===== src/rtl/dual_ntc_temperature_check_assert.svh =====
// ----------------------------------------------------------------------------
// dual_ntc_temperature_check_assert.svh
// Assertion macros shared by the thermistor check RTL.
// ----------------------------------------------------------------------------
`ifndef DUAL_NTC_TEMPERATURE_CHECK_ASSERT_SVH
`define DUAL_NTC_TEMPERATURE_CHECK_ASSERT_SVH

// Same-cycle implication, disabled while reset is high.
`define DNTC_ASSERT_IMP(label, clk, rst, ante, cons, msg) \
   label: assert property (@(posedge clk) disable iff (rst) (ante) |-> (cons)) \
      else $error(msg);

// Next-cycle implication, disabled while reset is high.
`define DNTC_ASSERT_NXT(label, clk, rst, ante, cons, msg) \
   label: assert property (@(posedge clk) disable iff (rst) (ante) |=> (cons)) \
      else $error(msg);

`endif


===== src/rtl/dntc_pkg.sv =====
// ----------------------------------------------------------------------------
// dntc_pkg
// Types, constants and the thermistor ROM for the dual NTC check.
// ----------------------------------------------------------------------------
package dntc_pkg;

   localparam int SAMPLE_W        = 12;
   localparam int TEMP_W          = 8;
   localparam int ROM_W           = 16;
   localparam int ROM_SLOTS       = 128;
   localparam int ROM_IDX_W       = 7;
   localparam int CSR_IDX_W       = 1;
   localparam int BELOW_ZERO_SPAN = 20;

   localparam logic [TEMP_W-1:0] NO_SEGMENT    = 8'hFF;
   localparam logic [TEMP_W-1:0] MISMATCH_CODE = 8'hEE;
   localparam logic [TEMP_W-1:0] CAL_RESET     = 8'd4;
   localparam logic [TEMP_W-1:0] LIMIT_RESET   = 8'd5;

   // Register map of the write port
   typedef enum logic [CSR_IDX_W-1:0] {
      CSR_CAL_OFFSET     = 1'b0,
      CSR_MISMATCH_LIMIT = 1'b1
   } csr_reg_type;

   // Top-level sequencer
   typedef enum logic [2:0] {
      ST_IDLE,
      ST_LOOK_A,
      ST_LOOK_B,
      ST_OUT
   } seq_state_type;

   // Sequencer to lookup unit
   typedef struct packed {
      logic                start;
      logic [SAMPLE_W-1:0] sample;
   } lk_ctrl_type;

   // Lookup unit to sequencer
   typedef struct packed {
      logic              done;
      logic [TEMP_W-1:0] temp;
   } lk_stat_type;

   // Descending calibration points; unused slots read zero
   function automatic logic [ROM_W-1:0] ntc_rom(input logic [ROM_IDX_W-1:0] idx);
      logic [ROM_W-1:0] val;
      unique case (idx)
         7'd0:  val = 16'h7FFF;
         7'd1:  val = 16'd3605;
         7'd2:  val = 16'd3582;
         7'd3:  val = 16'd3557;
         7'd4:  val = 16'd3533;
         7'd5:  val = 16'd3507;
         7'd6:  val = 16'd3481;
         7'd7:  val = 16'd3454;
         7'd8:  val = 16'd3426;
         7'd9:  val = 16'd3397;
         7'd10: val = 16'd3368;
         7'd11: val = 16'd3338;
         7'd12: val = 16'd3307;
         7'd13: val = 16'd3276;
         7'd14: val = 16'd3243;
         7'd15: val = 16'd3211;
         7'd16: val = 16'd3177;
         7'd17: val = 16'd3143;
         7'd18: val = 16'd3108;
         7'd19: val = 16'd3073;
         7'd20: val = 16'd3037;
         7'd21: val = 16'd3001;
         7'd22: val = 16'd2964;
         7'd23: val = 16'd2927;
         7'd24: val = 16'd2889;
         7'd25: val = 16'd2850;
         7'd26: val = 16'd2812;
         7'd27: val = 16'd2773;
         7'd28: val = 16'd2733;
         7'd29: val = 16'd2694;
         7'd30: val = 16'd2654;
         7'd31: val = 16'd2614;
         7'd32: val = 16'd2573;
         7'd33: val = 16'd2533;
         7'd34: val = 16'd2492;
         7'd35: val = 16'd2452;
         7'd36: val = 16'd2411;
         7'd37: val = 16'd2370;
         7'd38: val = 16'd2329;
         7'd39: val = 16'd2289;
         7'd40: val = 16'd2248;
         7'd41: val = 16'd2208;
         7'd42: val = 16'd2167;
         7'd43: val = 16'd2127;
         7'd44: val = 16'd2087;
         7'd45: val = 16'd2048;
         7'd46: val = 16'd2008;
         7'd47: val = 16'd1969;
         7'd48: val = 16'd1930;
         7'd49: val = 16'd1892;
         7'd50: val = 16'd1854;
         7'd51: val = 16'd1816;
         7'd52: val = 16'd1778;
         7'd53: val = 16'd1742;
         7'd54: val = 16'd1705;
         7'd55: val = 16'd1669;
         7'd56: val = 16'd1634;
         7'd57: val = 16'd1598;
         7'd58: val = 16'd1564;
         7'd59: val = 16'd1530;
         7'd60: val = 16'd1496;
         7'd61: val = 16'd1463;
         7'd62: val = 16'd1431;
         7'd63: val = 16'd1399;
         7'd64: val = 16'd1368;
         7'd65: val = 16'd1337;
         7'd66: val = 16'd1306;
         7'd67: val = 16'd1277;
         7'd68: val = 16'd1247;
         7'd69: val = 16'd1219;
         7'd70: val = 16'd1191;
         7'd71: val = 16'd1163;
         7'd72: val = 16'd1136;
         default: val = 16'd0;
      endcase
      return val;
   endfunction

endpackage


===== src/rtl/dntc_req_if.sv =====
// ----------------------------------------------------------------------------
// dntc_req_if
// Sample pair channel: valid/ready handshake with both thermistor readings.
// ----------------------------------------------------------------------------
interface dntc_req_if import dntc_pkg::*; ();
   logic                valid;
   logic                ready;
   logic [SAMPLE_W-1:0] sample_first;
   logic [SAMPLE_W-1:0] sample_second;

   modport source (output valid, output sample_first, output sample_second, input ready);
   modport sink   (input valid, input sample_first, input sample_second, output ready);
endinterface


===== src/rtl/dntc_rsp_if.sv =====
// ----------------------------------------------------------------------------
// dntc_rsp_if
// Result channel: valid/ready handshake with temperature and fault flag.
// ----------------------------------------------------------------------------
interface dntc_rsp_if import dntc_pkg::*; ();
   logic              valid;
   logic              ready;
   logic [TEMP_W-1:0] temperature;
   logic              sensor_mismatch;

   modport source (output valid, output temperature, output sensor_mismatch, input ready);
   modport sink   (input valid, input temperature, input sensor_mismatch, output ready);
endinterface


===== src/rtl/dntc_lookup.sv =====
// ----------------------------------------------------------------------------
// dntc_lookup
// Iterative ROM walker: one segment compare per cycle, shared by both samples.
// ----------------------------------------------------------------------------
`include "dual_ntc_temperature_check_assert.svh"

module dntc_lookup import dntc_pkg::*; #(
   parameter int TABLE_ENTRIES = 74
) (
   input  logic        clock,
   input  logic        reset,
   input  lk_ctrl_type ctrl,
   output lk_stat_type stat
);

   localparam int IDX_W  = $clog2(TABLE_ENTRIES);
   localparam int LAST_K = TABLE_ENTRIES - 2;

   logic                busy_ff, busy_in;
   logic [IDX_W-1:0]    k_ff, k_in;
   logic [SAMPLE_W-1:0] sample_ff, sample_in;
   logic                done_ff, done_in;
   logic [TEMP_W-1:0]   temp_ff, temp_in;

   logic [ROM_IDX_W-1:0] rom_idx;
   logic [ROM_W-1:0]     rom_hi, rom_lo;
   logic [ROM_W-1:0]     sample_ext;
   logic                 hit;
   logic                 last;
   logic [TEMP_W-1:0]    k_byte;
   logic [TEMP_W-1:0]    seg_temp;

   // Segment compare: rom[k] >= sample > rom[k+1]
   assign rom_idx    = ROM_IDX_W'(k_ff);
   assign rom_hi     = ntc_rom(rom_idx);
   assign rom_lo     = ntc_rom(rom_idx + ROM_IDX_W'(1));
   assign sample_ext = ROM_W'(sample_ff);
   assign hit        = (sample_ext <= rom_hi) && (sample_ext > rom_lo);
   assign last       = (k_ff == IDX_W'(LAST_K));

   // Below-zero segments map to zero
   assign k_byte   = TEMP_W'(k_ff);
   assign seg_temp = (k_byte >= TEMP_W'(BELOW_ZERO_SPAN))
                   ? k_byte - TEMP_W'(BELOW_ZERO_SPAN) : '0;

   // Walk control
   always_comb begin
      busy_in   = busy_ff;
      k_in      = k_ff;
      sample_in = sample_ff;
      done_in   = 1'b0;
      temp_in   = temp_ff;
      if (ctrl.start) begin
         busy_in   = 1'b1;
         k_in      = '0;
         sample_in = ctrl.sample;
      end else if (busy_ff) begin
         if (hit) begin
            busy_in = 1'b0;
            done_in = 1'b1;
            temp_in = seg_temp;
         end else if (last) begin
            busy_in = 1'b0;
            done_in = 1'b1;
            temp_in = NO_SEGMENT;
         end else begin
            k_in = k_ff + IDX_W'(1);
         end
      end
   end

   always_ff @(posedge clock) begin
      if (reset) begin
         busy_ff <= 1'b0;
         done_ff <= 1'b0;
      end else begin
         busy_ff <= busy_in;
         done_ff <= done_in;
      end
   end

   always_ff @(posedge clock) begin
      k_ff      <= k_in;
      sample_ff <= sample_in;
      temp_ff   <= temp_in;
   end

   assign stat.done = done_ff;
   assign stat.temp = temp_ff;

   // Checks
   `DNTC_ASSERT_IMP(a_k_in_range, clock, reset, busy_ff, k_ff <= IDX_W'(LAST_K), "walk index past end")
   `DNTC_ASSERT_IMP(a_start_when_free, clock, reset, ctrl.start, !busy_ff, "start while busy")
   `DNTC_ASSERT_NXT(a_done_pulse, clock, reset, done_ff, !done_ff, "done not a pulse")

endmodule


===== src/rtl/dntc_combine.sv =====
// ----------------------------------------------------------------------------
// dntc_combine
// Calibrates both bytes, checks agreement and averages them if they agree.
// ----------------------------------------------------------------------------
module dntc_combine import dntc_pkg::*; (
   input  logic              clock,
   input  logic              load,
   input  logic [TEMP_W-1:0] raw_a,
   input  logic [TEMP_W-1:0] raw_b,
   input  logic [TEMP_W-1:0] cal_offset,
   input  logic [TEMP_W-1:0] limit,
   output logic [TEMP_W-1:0] temperature,
   output logic              mismatch
);

   logic [TEMP_W-1:0] ta, tb, diff;
   logic [TEMP_W:0]   sum;
   logic [TEMP_W-1:0] temp_ff, temp_in;
   logic              mismatch_ff, mismatch_in;

   // Offset wraps modulo 256
   assign ta   = raw_a - cal_offset;
   assign tb   = raw_b - cal_offset;
   assign diff = (ta < tb) ? tb - ta : ta - tb;
   assign sum  = {1'b0, ta} + {1'b0, tb};

   always_comb begin
      temp_in     = temp_ff;
      mismatch_in = mismatch_ff;
      if (load) begin
         if (diff > limit) begin
            temp_in     = MISMATCH_CODE;
            mismatch_in = 1'b1;
         end else begin
            temp_in     = sum[TEMP_W:1];
            mismatch_in = 1'b0;
         end
      end
   end

   always_ff @(posedge clock) begin
      temp_ff     <= temp_in;
      mismatch_ff <= mismatch_in;
   end

   assign temperature = temp_ff;
   assign mismatch    = mismatch_ff;

endmodule


===== src/rtl/dual_ntc_temperature_check.sv =====
// ----------------------------------------------------------------------------
// dual_ntc_temperature_check
// Converts two NTC samples to temperature bytes and cross-checks them.
// ----------------------------------------------------------------------------
//  channel | dir | handshake          | payload
//  req_if  | in  | valid/ready        | sample_first, sample_second
//  rsp_if  | out | valid/ready        | temperature, sensor_mismatch
//  csr_*   | in  | csr_wr_en          | csr_index, csr_wdata
//
//  One transaction at a time; ready is low from acceptance until the result
//  is taken. Each sample walks the ROM one segment per cycle in the shared
//  lookup unit, with up to TABLE_ENTRIES-1 compares each; the combine
//  register then loads the calibrated result.
//  Reset is synchronous and restores offset 4 and limit 5.
//  A stalled result holds in its register until rsp_if.ready.
// ----------------------------------------------------------------------------
`include "dual_ntc_temperature_check_assert.svh"

module dual_ntc_temperature_check import dntc_pkg::*; #(
   parameter int TABLE_ENTRIES = 74
) (
   input  logic                 clock,
   input  logic                 reset,
   dntc_req_if.sink             req_if,
   dntc_rsp_if.source           rsp_if,
   input  logic                 csr_wr_en,
   input  logic [CSR_IDX_W-1:0] csr_index,
   input  logic [TEMP_W-1:0]    csr_wdata
);

   seq_state_type state_ff, state_in;

   logic [TEMP_W-1:0]   cal_ff, cal_in;
   logic [TEMP_W-1:0]   limit_ff, limit_in;
   logic [SAMPLE_W-1:0] sample_b_ff, sample_b_in;
   logic [TEMP_W-1:0]   raw_a_ff, raw_a_in;

   lk_ctrl_type lk_ctrl;
   lk_stat_type lk_stat;
   logic        req_fire;
   logic        rsp_fire;
   logic        comb_load;

   assign req_fire = req_if.valid && req_if.ready;
   assign rsp_fire = rsp_if.valid && rsp_if.ready;

   // Configuration registers
   always_comb begin
      cal_in   = cal_ff;
      limit_in = limit_ff;
      if (csr_wr_en) begin
         unique case (csr_reg_type'(csr_index))
            CSR_CAL_OFFSET:     cal_in   = csr_wdata;
            CSR_MISMATCH_LIMIT: limit_in = csr_wdata;
         endcase
      end
   end

   // Next state
   always_comb begin
      state_in = state_ff;
      unique case (state_ff)
         ST_IDLE:   if (req_fire) state_in = ST_LOOK_A;
         ST_LOOK_A: if (lk_stat.done) state_in = ST_LOOK_B;
         ST_LOOK_B: if (lk_stat.done) state_in = ST_OUT;
         ST_OUT:    if (rsp_fire) state_in = ST_IDLE;
         default:   state_in = ST_IDLE;
      endcase
   end

   // Outputs and datapath steering
   always_comb begin
      req_if.ready   = 1'b0;
      rsp_if.valid   = 1'b0;
      lk_ctrl.start  = 1'b0;
      lk_ctrl.sample = req_if.sample_first;
      comb_load      = 1'b0;
      sample_b_in    = sample_b_ff;
      raw_a_in       = raw_a_ff;
      unique case (state_ff)
         ST_IDLE: begin
            req_if.ready  = 1'b1;
            lk_ctrl.start = req_if.valid;
            sample_b_in   = req_if.sample_second;
         end
         ST_LOOK_A: begin
            lk_ctrl.start  = lk_stat.done;
            lk_ctrl.sample = sample_b_ff;
            if (lk_stat.done) raw_a_in = lk_stat.temp;
         end
         ST_LOOK_B: begin
            comb_load = lk_stat.done;
         end
         ST_OUT: begin
            rsp_if.valid = 1'b1;
         end
         default: begin
            req_if.ready = 1'b0;
         end
      endcase
   end

   always_ff @(posedge clock) begin
      if (reset) begin
         state_ff <= ST_IDLE;
         cal_ff   <= CAL_RESET;
         limit_ff <= LIMIT_RESET;
      end else begin
         state_ff <= state_in;
         cal_ff   <= cal_in;
         limit_ff <= limit_in;
      end
   end

   always_ff @(posedge clock) begin
      sample_b_ff <= sample_b_in;
      raw_a_ff    <= raw_a_in;
   end

   // Shared segment walker
   dntc_lookup #(
      .TABLE_ENTRIES(TABLE_ENTRIES)
   ) u_lookup (
      .clock (clock),
      .reset (reset),
      .ctrl  (lk_ctrl),
      .stat  (lk_stat)
   );

   // Calibration, agreement check and average
   dntc_combine u_combine (
      .clock       (clock),
      .load        (comb_load),
      .raw_a       (raw_a_ff),
      .raw_b       (lk_stat.temp),
      .cal_offset  (cal_ff),
      .limit       (limit_ff),
      .temperature (rsp_if.temperature),
      .mismatch    (rsp_if.sensor_mismatch)
   );

   // Checks
   `DNTC_ASSERT_IMP(a_one_side, clock, reset, rsp_if.valid, !req_if.ready, "ready while result pending")
   `DNTC_ASSERT_IMP(a_done_in_walk, clock, reset, lk_stat.done, state_ff == ST_LOOK_A || state_ff == ST_LOOK_B, "lookup done outside walk")
   `DNTC_ASSERT_NXT(a_accept_walks, clock, reset, req_fire, state_ff == ST_LOOK_A, "accept did not start walk")
   `DNTC_ASSERT_IMP(a_fault_code, clock, reset, rsp_if.valid && rsp_if.sensor_mismatch, rsp_if.temperature == MISMATCH_CODE, "fault without fault code")

endmodule

===== src/flat_wrapper.sv =====
// flat-port wrapper written by rule: the top's interface ports become plain ports
module dual_ntc_temperature_check_flat import dntc_pkg::*;
#(
   parameter int TABLE_ENTRIES = 74
)
  (clock, reset, csr_wr_en, csr_index, csr_wdata, req_if_valid, req_if_sample_first, req_if_sample_second, req_if_ready, rsp_if_valid, rsp_if_temperature, rsp_if_sensor_mismatch, rsp_if_ready);
  dntc_req_if req_if_i ();
  dntc_rsp_if rsp_if_i ();
  input  logic clock;
  input  logic reset;
  input  logic csr_wr_en;
  input  logic [CSR_IDX_W-1:0] csr_index;
  input  logic [TEMP_W-1:0] csr_wdata;
  input wire logic [$bits(req_if_i.valid)-1:0] req_if_valid;
  input wire logic [$bits(req_if_i.sample_first)-1:0] req_if_sample_first;
  input wire logic [$bits(req_if_i.sample_second)-1:0] req_if_sample_second;
  output wire logic [$bits(req_if_i.ready)-1:0] req_if_ready;
  output wire logic [$bits(rsp_if_i.valid)-1:0] rsp_if_valid;
  output wire logic [$bits(rsp_if_i.temperature)-1:0] rsp_if_temperature;
  output wire logic [$bits(rsp_if_i.sensor_mismatch)-1:0] rsp_if_sensor_mismatch;
  input wire logic [$bits(rsp_if_i.ready)-1:0] rsp_if_ready;
  assign req_if_i.valid = req_if_valid;
  assign req_if_i.sample_first = req_if_sample_first;
  assign req_if_i.sample_second = req_if_sample_second;
  assign req_if_ready = req_if_i.ready;
  assign rsp_if_valid = rsp_if_i.valid;
  assign rsp_if_temperature = rsp_if_i.temperature;
  assign rsp_if_sensor_mismatch = rsp_if_i.sensor_mismatch;
  assign rsp_if_i.ready = rsp_if_ready;
  dual_ntc_temperature_check #(.TABLE_ENTRIES(TABLE_ENTRIES)) u_core (.clock(clock), .reset(reset), .req_if(req_if_i), .rsp_if(rsp_if_i), .csr_wr_en(csr_wr_en), .csr_index(csr_index), .csr_wdata(csr_wdata));
endmodule

===== config.mk =====
export PLATFORM = sky130hd
export DESIGN_NAME = dual_ntc_temperature_check_flat
export DESIGN_NICKNAME = d
export VERILOG_FILES = /design/src/rtl/dntc_pkg.sv /design/src/rtl/dntc_req_if.sv /design/src/rtl/dntc_rsp_if.sv /design/src/rtl/dntc_lookup.sv /design/src/rtl/dntc_combine.sv /design/src/rtl/dual_ntc_temperature_check.sv /design/src/flat_wrapper.sv
export VERILOG_INCLUDE_DIRS = /design/src /design/src/rtl
export SDC_FILE = /design/constraint.sdc
export NUM_CORES = 1
export LEC_CHECK = 0
export BUFFER_PORTS_ARGS = -buffer_cell sky130_fd_sc_hd__buf_4
export CAP_MARGIN = 40
export CORE_ASPECT_RATIO = 1.5
export CORE_UTILIZATION = 65
export DETAILED_ROUTE_END_ITERATION = 16
export PLACE_DENSITY = 0.92
export SYNTH_ARGS = -nofsm -noshare
export SYNTH_HDL_FRONTEND = slang
export SYNTH_SLANG_ARGS = --single-unit

===== constraint.sdc =====
create_clock -name clock -period 15.8 [get_ports clock]
set_clock_uncertainty 0.15 [all_clocks]
set_input_delay 3.16 -clock clock [delete_from_list [all_inputs] [get_ports clock]]
set_output_delay 3.16 -clock clock [all_outputs]
set_load 0.02 [all_outputs]

==> summary.txt <==
Outcome
  – Status: finished, final reports clean

Synthesis
  – Mapped Avg Cell Area: around 8 um2
  – Post-synthesis simple-gate area fraction: between 10% and 20%
  – Yosys reg bits: 89
  – Synth top area cells: edfxtp_1 (18%), ha_1 (15%), dfxtp_1 (9.6%)
  – YS warnings: 0
  – Adder-Cell Fraction of Synth Area: 16.67%
  – Yosys top cell by area: edfxtp_1
  – Ys async rst share: 0%
  – Cells after Synth: approximately 1k
  – Mux share of post-synthesis cell area: 3.980%
  – Commonest register cell after synthesis: edfxtp_1
  – Cell variety after synth: 80
  – Post-synthesis compound-gate area fraction: roughly a quarter
  – XOR/XNOR Fraction of Synth Area: 4.326%
  – Post-Syn Area: around 0.0083 mm2
  – Mapped Nets: 1158
  – EDFF count, synth: 49
  – Yosys top cell area share: 17.66%
  – Largest family of logic cells by synthesized area: compound AO/OA/AOI/OAI gates
  – Post-synthesis sequential area ratio: 27.28%

Clocking
  – Worst-skew pair later-pin latency: around 360 ps
  – Post-CTS Hold Buffers: 0
  – # Post-CTS Setup Buffers: 0
  – Clk sinks: 89
  – CTS Buffer Depth: 2
  – CTS Root Cell: clkbuf_16
  – TritonCTS clock tree: yes
  – TritonCTS buffer count: 9
  – H-tree depth: 3
  – Worst-path clk slew: 80 ps
  – Resized cells post-CTS: 0

Global route
  – Largest net degree at the start of global routing: 40
  – GR Overflow Total: 0
  – Initial antenna violation count: 1
  – Met1 Track Usage GR: about two fifths
  – Tot GR Track Use: about two fifths
  – Global Route met2 Usage: 69.83%
  – Met3 usage: 8.846%
  – First-pass GRT wire length: 41100 um
  – Vias in the first global route: 7998
  – GR peak layer: met2

Die
  – Die area: 0.01328 mm2
  – Die W: 94.44 um
  – Core Region: 0.01251 mm2
  – Num rows: 50
  – Die H: 140.7 um
  – Initial Util: approximately two thirds
  – Ports: 49

Layout
  – Final net count: 1173
  – Most frequent cells in the layout: nand2_1 (118), a21oi_1 (103), ha_1 (103)
  – Final cell count without fillers: 1188
  – Commonest non-fill, non-tap cell in the layout: nand2_1
  – Layout cell share with drive strength beyond 1: a little under an eighth
  – Area Overhead vs Synth: 9.447%
  – # diodes: 0

Worst hold path
  – Hold path depth: 2
  – Hold Crit Class: flip-flop to flip-flop
  – Worst Hold Path EP: u_core.cal_ff[5]
  – Hold path start: u_core.cal_ff[5]

Setup path
  – Worst reg2reg setup slack: between 8000 and 9000 ps
  – Crit path kind: flip-flop to flip-flop
  – Critical Path RT: ~16000 ps
  – Data arrival, critical path: 7850 ps
  – R2R Path Start: u_core.u_lookup.k_ff[1]
  – R2r worst-path depth: 22
  – FF-to-FF End: u_core.u_lookup.rom_hi[4]
  – Crit-path max FO: 23
  – CP Capture Type: flip-flop
  – CP Launch Type: flip-flop

Placed design
  – Final RePlAce weighted congestion: 1.059
  – Number of port buffers: 48
  – Post-Place Cells: about 1.2k
  – HPWL after DPL: ~19000 um

Pwr
  – Design Power: around 0.0016 W
  – Peak supply drop: 208.3 uV
  – Pwr dens: 176.1 mW/mm2
  – LEAKAGE: 3.833 nW

Timing
  – Max frequency: 0.1289 GHz
  – Tmin final: between 7000 and 8000 ps
  – Final period util: 49.09%
  – Unrepaired setup endpoints after global routing: false
  – Setup TNS: 0 ps
  – Worst-margin pin slew: 943.2 ps
  – Final setup viols: 0
  – Pins Over Slew Limit: 0
  – Max-slew headroom: between 30% and 40%
  – Final hold vios: 0

Drt
  – Routed WL: 25830 um
  – DRC: 0
  – Iteration count of the initial detailed-routing pass: 10
  – DRT iter0 DRCs: 1059
  – Vias per inst: 6.798
  – WL/cell: between 20 and 25 um
  – Final ANT Viol Nets: 0
  – Via count: 8076

Run
  – Max Cap Viol: 0
==> report_power, final <==
part	internal [W]	leakage [nW]	switching [W]
clock	0.000111	0.143	0.000109
combinational	0.000384	2.90	0.000645
sequential	0.000315	0.786	0.0000412
==> flip-flops by register name (all words and copies together) (netlist names), 8 cells and up <==
register	flops
u_core.u_lookup.rom_hi	13
u_core.u_lookup.sample_ff	12
u_core.raw_a_ff	8
u_core.u_combine.temperature	8
u_core.u_lookup.temp_ff	8
u_core.cal_ff	8
u_core.sample_b_ff	12
u_core.limit_ff	8
==> routing by layer <==
layer | up-vias | share of wire [%]
li1 | 3697 | -
met1 | 3681 | 33
met2 | 498 | 50
met3 | 198 | 7.0
met4 | 2 | 9.4
met5 | - | 0.050
==> metrics by stage <==
stage                     area [um2]  utilization, %  hold WS (ps)  setup WS (ps)
after global routing            9117           72.87         322.0           7639
after floorplan                 8330               -         283.4           9390
after global placement          8760           70.01         294.0           8536
after detailed placement        8827           70.55         297.1           8390
final                           9117           72.87         307.5           8043
after CTS                       9117           72.87         307.8           8353
==> layout make-up <==
type | instances | area, um2
Clock buffer | 9 | 225.2
Clock inverter | 7 | 65.06
Fill cell | 930 | 3395
Inverter | 76 | 285.3
Multi-Input combinational cell | 784 | 5534
Sequential cell | 89 | 2272
Tap cell | 156 | 195.2
Timing Repair Buffer | 67 | 540.5
==> critical path, cell delays in order, from the launching register on <==
cell and delay [ps]:
dfxtp_1 790, ha_1 440, inv_1 100, ha_1 290, inv_1 450, ha_1 370, a211oi_1 120, a311oi_1 240
o21ai_0 350, ha_1 460, and4_1 280, nand4_1 150, a21oi_1 300, a2111oi_4 130, o31ai_4 430, mux2i_1 550
nor2_1 300, inv_1 260, ha_1 320, nor2_1 150, o311ai_0 590, nand2b_1 110, a211o_1 290
==> synthesized netlist by cell type (5+ instances only) <==
library cell and number:
o21ai_0 48, nand4_1 10, a211oi_1 11, dfxtp_1 40, edfxtp_1 49, nand3_1 28
nor2_1 70, xor2_1 14, buf_1 6, mux2i_1 14, nor3_1 19, o31ai_1 6
mux2_2 16, ha_1 103, a21oi_1 103, clkbuf_1 46, a311oi_1 8, nand2_1 118
nor2b_1 6, and2_1 5, o21bai_1 6, o22ai_1 7, a211o_1 5, xnor2_1 24
nor4_1 7, buf_2 9, o311ai_0 12, o211ai_1 18, a21o_1 13, nand2b_1 12
fa_1 5, or3_1 7, a31oi_1 14, inv_1 74
==> cells by family after synthesis <==
logic type                 Yosys count
and+or+nand+nor                    304
AOI/OAI and AO/OA                  302
buffers and inverters              139
adders and majority gates          108
DFF                                 89
xor gates and xnor gates            39
muxes                               31
==> how the worst max path moves through the flow <==
stage | start | to | slack [ps] | depth (start not counted)
after floorplan | u_core.u_lookup.k_ff[0] | u_core.u_lookup.rom_hi[3] | 9390 | 24
after global placement | u_core.u_lookup.k_ff[1] | u_core.u_lookup.rom_hi[4] | 8540 | 24
after detailed placement | u_core.u_lookup.k_ff[1] | u_core.u_lookup.rom_hi[3] | 8390 | 22
after CTS | u_core.u_lookup.k_ff[1] | u_core.u_lookup.rom_hi[3] | 8350 | 22
after global routing | u_core.u_lookup.k_ff[1] | u_core.u_lookup.rom_hi[1] | 7640 | 22
final | u_core.u_lookup.k_ff[1] | u_core.u_lookup.rom_hi[4] | 8040 | 22
Note: power is estimated with default switching activity, not from simulation.
